**src/rtl/core/ccc_pkg.sv**
```systemverilog
// Shared types, sizes and codes for the callsign coordinate cache.
package ccc_pkg;

  localparam int CacheEntries = 256;
  localparam int PendEntries  = 32;
  localparam int CIdxW = $clog2(CacheEntries);
  localparam int PIdxW = (PendEntries > 1) ? $clog2(PendEntries) : 1;

  // request type codes on the input channel
  localparam logic [1:0] REQ_LOOKUP = 2'd0;
  localparam logic [1:0] REQ_STORE  = 2'd1;
  localparam logic [1:0] REQ_POP    = 2'd2;

  // lookup status codes
  localparam logic [1:0] HIT_NONE    = 2'd0;
  localparam logic [1:0] HIT_NOCOORD = 2'd1;
  localparam logic [1:0] HIT_COORD   = 2'd2;

  // miss queue codes
  localparam logic [1:0] ENQ_NONE = 2'd0;
  localparam logic [1:0] ENQ_NEW  = 2'd1;
  localparam logic [1:0] ENQ_DUP  = 2'd2;
  localparam logic [1:0] ENQ_FULL = 2'd3;

  typedef enum logic [1:0] {
    OP_NONE,
    OP_LOOKUP,
    OP_STORE,
    OP_POP
  } op_e;

  typedef enum logic [2:0] {
    ST_IDLE,
    ST_CSCAN,
    ST_PSCAN,
    ST_PREAD,
    ST_PPOP,
    ST_DONE
  } st_e;

  typedef struct packed {
    op_e         op;
    logic [63:0] kh;
    logic [55:0] kl;
    logic        has;
    logic [31:0] lat;
    logic [31:0] lon;
  } req_t;

  typedef struct packed {
    logic [1:0]  hit;
    logic [31:0] lat;
    logic [31:0] lon;
    logic [1:0]  enq;
    logic        popv;
    logic [63:0] pkh;
    logic [55:0] pkl;
  } res_t;

endpackage

```
**src/rtl/core/ccc_front.sv**
```systemverilog
// Intake: accepts request beats, classifies them and queues them for the engine.
module ccc_front (
  input  logic          clk_i,
  input  logic          rst_ni,
  input  logic          enable_i,
  input  logic          in_valid_i,
  output logic          in_stall_o,
  input  logic [1:0]    req_type_i,
  input  logic [63:0]   key_high_i,
  input  logic [55:0]   key_low_i,
  input  logic          store_has_coords_i,
  input  logic [31:0]   store_lat_i,
  input  logic [31:0]   store_lon_i,
  output logic          q_valid_o,
  output ccc_pkg::req_t q_req_o,
  input  logic          q_take_i
);
  import ccc_pkg::*;

  req_t       fifo_q [2];
  logic       wptr_q, rptr_q;
  logic [1:0] cnt_q;
  req_t       cls;
  logic       push, pop;

  // classify: disabled or all-zero lookups need no work
  always_comb begin
    cls.kh  = key_high_i;
    cls.kl  = key_low_i;
    cls.has = store_has_coords_i;
    cls.lat = store_lat_i;
    cls.lon = store_lon_i;
    unique case (req_type_i)
      REQ_LOOKUP: cls.op = (enable_i && (key_high_i != '0 || key_low_i != '0))
                           ? OP_LOOKUP : OP_NONE;
      REQ_STORE:  cls.op = OP_STORE;
      REQ_POP:    cls.op = OP_POP;
      default:    cls.op = OP_NONE;
    endcase
  end

  assign in_stall_o = (cnt_q == 2'd2);
  assign push       = in_valid_i && !in_stall_o;
  assign q_valid_o  = (cnt_q != 2'd0);
  assign pop        = q_valid_o && q_take_i;
  assign q_req_o    = fifo_q[rptr_q];

  // hold queue payload
  always_ff @(posedge clk_i) begin
    if (push) begin
      fifo_q[wptr_q] <= cls;
    end
  end

  // advance pointers and fill count
  always_ff @(posedge clk_i or negedge rst_ni) begin
    if (!rst_ni) begin
      wptr_q <= 1'b0;
      rptr_q <= 1'b0;
      cnt_q  <= 2'd0;
    end else begin
      if (push) wptr_q <= ~wptr_q;
      if (pop)  rptr_q <= ~rptr_q;
      cnt_q <= cnt_q + {1'b0, push} - {1'b0, pop};
    end
  end

endmodule

```
**config.mk**
```make
export PLATFORM = sky130hd
export DESIGN_NAME = ccc_front
export DESIGN_NICKNAME = d
export VERILOG_FILES = /design/src/rtl/core/ccc_pkg.sv /design/src/rtl/core/ccc_front.sv
export SDC_FILE = /design/constraint.sdc
export NUM_CORES = 1
export LEC_CHECK = 0
export BUFFER_PORTS_ARGS = -buffer_cell sky130_fd_sc_hd__buf_2
export CORE_MARGIN = 5
export CORE_UTILIZATION = 40
export DETAILED_ROUTE_END_ITERATION = 7
export HOLD_SLACK_MARGIN = 0.05
export PLACE_DENSITY = 0.63
export SETUP_SLACK_MARGIN = 0.4
export SLEW_MARGIN = 20
export SYNTH_ARGS = -nofsm -noshare
export SYNTH_HDL_FRONTEND = slang
export SYNTH_SLANG_ARGS = --single-unit
```
**constraint.sdc**
```tcl
create_clock -name clk_i -period 11.21 [get_ports clk_i]
set_input_delay 1.6815 -clock clk_i [delete_from_list [all_inputs] [get_ports clk_i]]
set_output_delay 1.6815 -clock clk_i [all_outputs]
set_load 0.03 [all_outputs]
```
# [Yosys cells after proc, flatten, opt, wreduce, memory -nomap -nowiden]
# Memories as Yosys holds them, arrays and structs flattened.
# Cells that the tools add are included.
# Widths: inputs -> output; s select.
[op_classes] bitwise_logic=2 mux=4 n_addsub=2 n_reduce_logical=9 n_eq_ne=3
[op_table] operator="$reduce_bool 64->1" count=1
[op_table] operator="$reduce_bool 56->1" count=1
[op_table] operator="$pmux 2 s3" count=1
[op_table] operator="$eq 2x2->1 const B" count=2
[op_table] operator="$logic_and 1x1->1" count=3
[op_table] operator="$mux 1" count=3
[op_table] operator="$add 2x1->2" count=1
[op_table] operator="$eq 2x1->1 const B" count=1
[op_table] operator="$logic_not 2->1" count=1
[op_table] operator="$not 1->1" count=2
[op_table] operator="$reduce_bool 2->1" count=1
[op_table] operator="$sub 2x1->2" count=1
[op_table] operator="$logic_not 1->1" count=1
[op_table] operator="$logic_or 1x1->1" count=1
[word_totals] out_inout_bits=189 mem_count=1 ramBits=374 regBits=4 word_cells=24
[memory_table] memory="fifo_q" words=2 word_bits=187 rd=1 rd_clocked_by_memory_dff=0 write_ports=1 line="ccc_front.sv:20" rtl="req_t fifo_q [2];"

# [Longest topological paths before layout]
[logic_depth] ltp_word=5 depth_mapped=7 depth_no_buf=7

# [Least setup slack after synthesis]
# No wires, ideal clock.
[synth_path] path_kind="in2reg" start="input in_valid_i" end="memory fifo_q[0][0] (netlist bit) (enable)" n_path_buf=0 setup_ns=0.737 arrival_ns=9.530 path_slack_ns=0.943 cell_stages=2 required_time_ns=10.473 path_cell_list="nand2_1 > nor2_1"
[synth_via] elab_chain_len=3
[synth_rtl] item="start: declaration" line="ccc_front.sv:6" rtl="input logic in_valid_i,"
[synth_rtl] item="$logic_and 1x1->1" line="ccc_front.sv:43" rtl="assign push = in_valid_i && !in_stall_o;"
[synth_rtl] item="$mux 1" line="ccc_front.sv:50" rtl="if (push) begin"
[synth_rtl] item="$mux 1 (implied by the code)" line="ccc_front.sv:51" rtl="fifo_q[wptr_q] <= cls;"
[synth_rtl] item="end: declaration" line="ccc_front.sv:20"
# No other way between the ends.

==> summary.txt <==
Yosys
  – Top FF cell, synth: edfxtp_1
  – Async S/R FF share, synth: 1.06%
  – Top cells by area, synth: edfxtp_1, mux2_2, nor4_1, dfrtp_1, buf_2
  – Top cell type by total area after synthesis: edfxtp_1
  – Syn_area_per_cell: 21.6 um2
  – Post-synth top area share: 80.7%
  – Post-synth EDFFs: 374
  – Netlist cell types: 24
  – Ys Warns: 0
  – Share of the yosys chip area belonging to registers: 81.4%
  – Synth Register Bits: 378
  – Synth cell count leaders: edfxtp_1, mux2_2, nor4_1
  – Net Count, Synth: 840
  – Syn Std Cell Area: 0.0139 mm2
  – Count leader, synth: edfxtp_1
  – Synthesized instance count: 645

Floorplan
  – I/O pins: 381
  – Initial core utilization: 40.4%
  – Die Width: 197 um
  – Total core area: 0.0345 mm2
  – Row count: 68
  – Die area: 0.0386 mm2
  – Die Ht: 197 um

Drt
  – Post-Route WL: 31500 um
  – DRT Pass-1 Iters: 4
  – DRC Markers: 0
  – Final ANT Viol Nets: 0
  – Via/cell ratio: 4.90
  – Detailed-route via count: 7527
  – Routed length per instance: 20.5 um
  – DRT iter0 DRCs: 398

Global routing
  – Grt peak-use layer: met2
  – Met2 GRT Util: 26.0%
  – First-pass GRT wire length: 46800 um
  – Global-route met3 utilization: 4.63%
  – Total gr overflow: 0
  – Antenna violations before repair: 1
  – Global Route Usage Sum: 15.5%
  – Vias in the first global route: 7951
  – Largest net degree at the start of global routing: 77
  – Global routing usage on met1: 19.8%

Power and ir drop
  – Logic pwr share: 35.4%
  – Sw Share: 35.9%
  – Total power: 0.00502 W
  – Seq pwr share: 40.5%
  – Switching pwr: 0.00180 W
  – Pleak: 6.46 nW
  – Clk pwr share: 24.1%
  – Power Density: 286 mW/mm2
  – Max rail drop VDD: 0.184 mV
  – Int Power: 0.00322 W

Finish
  – Final layout net count: 1247
  – Ant. Diodes: 0
  – Synthesis-to-finish area growth: 26.2%
  – Fraction of layout cells with a size suffix above 1: 58.5%

Placement
  – PortBufs: 380
  – DP Wirelength: 21800 um
  – RePlAce Congestion: 0.818

Setup path
  – Worst Setup Start Kind: register
  – Crit path required time: 9.53 ns
  – Critical Path End Type: primary output
  – Maximum fanout along the worst path: 74
  – CP Cell Sequence: buf_4, mux2_2, buf_2
  – Slowest cell on crit path: dfrtp_4
  – Critical path class: register to primary output
  – CP max stage delay: 0.85 ns
  – WP data arrival: 2.98 ns

STA
  – Setup TNS: 0 ns
  – Hold Fails Final Rpt: 0
  – Finish-stage setup viols: 0
  – Slew margin rel.: 27.9%
  – Least-Margin Pin Slew: 1.08 ns
  – Slew Limit Fails: 0
  – Unrepaired setup endpoints after global routing: false
  – Fin crit share: 41.6%
  – Post-layout min period: 4.66 ns
  – Worst Skew: 0.0109 ns
  – Max frequency: 215 MHz

Clocking
  – CTS tree: done
  – Worst-path clk slew: 0.06 ns
  – Htree depth: 2
  – CTS Hold Bufs: 0
  – Root buffer cell: clkbuf_16
  – Post-CTS Setup Bufs: 0
  – PostCTS Resize Cnt: 0
  – Clk_lat worst skew: 0.51 ns
  – CTS Buf Count: 39
  – Maximum root-to-sink buffer count: 3
  – CTS Sinks: 378

Worst hold path
  – HP Class: register to register

Status
  – Outcome: complete, no violations

Run
  – Max cap viols: 0
-- path summary, 6_finish.rpt --
path	start	endpoint	slack [ns]	depth (start not counted)
min	cnt_q[1]	cnt_q[1]	0.49	1
min in group asynchronous	rst_ni	cnt_q[1]	0.97	1
max reg2reg	cnt_q[1]	fifo_q[0][79]	8.43	5
max	rptr_q	q_req_o[107]	6.55	3
max in group asynchronous	rst_ni	rptr_q	10.10	1
min reg2reg	cnt_q[1]	cnt_q[1]	0.49	1
-- cell type report --
| type | count | area (um2) |
|---|---|---|
| Timing Repair Buffer | 387 | 1950 |
| Tap cell | 455 | 569 |
| Clock buffer | 54 | 1090 |
| Inverter | 4 | 15.0 |
| Clock inverter | 17 | 109 |
| Multi-Input combinational cell | 242 | 2500 |
| Sequential cell | 378 | 11300 |
| Fill cell | 2859 | 16900 |
-- flip-flops by register name, indices dropped and copies added (netlist names) --
name / count
wptr_q: 1
rptr_q: 1
fifo_q: 374
cnt_q: 2
-- power groups by stage --
stage / logic [W] / registers, W / clock network (W)
3_5_place_dp: 0.00180 / 0.00207 / 0
4_1_cts: 0.00181 / 0.00204 / 0.00125
3_3_place_gp: 0.00180 / 0.00206 / 0
2_1_floorplan: 0.00130 / 0.00209 / 0
5_1_grt: 0.00187 / 0.00206 / 0.00131
6_report: 0.00178 / 0.00203 / 0.00121
-- cell families (layout without fill, tap and decap cells) --
family	Yosys count	after routing	synth area share [%]
AO/OA/AOI/OAI	1	1	0.0450
multiplexers	187	187	15.1
AND/OR/NAND/NOR	47	47	2.17
adder cells (fa/ha/maj)	3	3	0.270
flip-flops	378	378	81.4
XOR/XNOR	4	4	0.252
buffers and inverters	25	462	0.773
-- cell usage in the layout (no fill, tap or decap), types with 2 or more instances in the layout --
master	instances
clkinvlp_4	3
clkbuf_16	41
mux2_2	187
nand4_1	6
dfrtp_1	3
buf_4	7
clkbuf_1	11
clkbuf_8	2
inv_1	4
clkinv_1	7
xnor2_1	3
ha_1	3
nor4_1	30
edfxtp_1	374
clkinv_2	6
buf_2	380
-- per-stage QoR --
step	util [%]	setup slack (ns)	hold slack [ns]	std cells	area (um2)
global route	51.0	6.40	0.517	1537	17600
CTS	51.0	6.48	0.495	1537	17600
floorplan	-	0.943	0.460	645	13900
detailed placement	47.5	7.04	0.484	1466	16400
global placement	47.5	7.04	0.477	1466	16400
finish	51.0	6.55	0.494	1537	17600
-- layer usage --
metal  wire, um  up-vias
met4        732        2
met1      12800     3762
li1           -     3437
met2      15400      275
met5         20        -
met3       2560       51
-- worst max-delay path: cells and delay by family (launching register included) --
kind                   cells  cell delay [ns]
multiplexers               1             0.45
flip-flops                 1             0.85
buffers and inverters      2             1.02
Power figures use the tool's default switching activity.
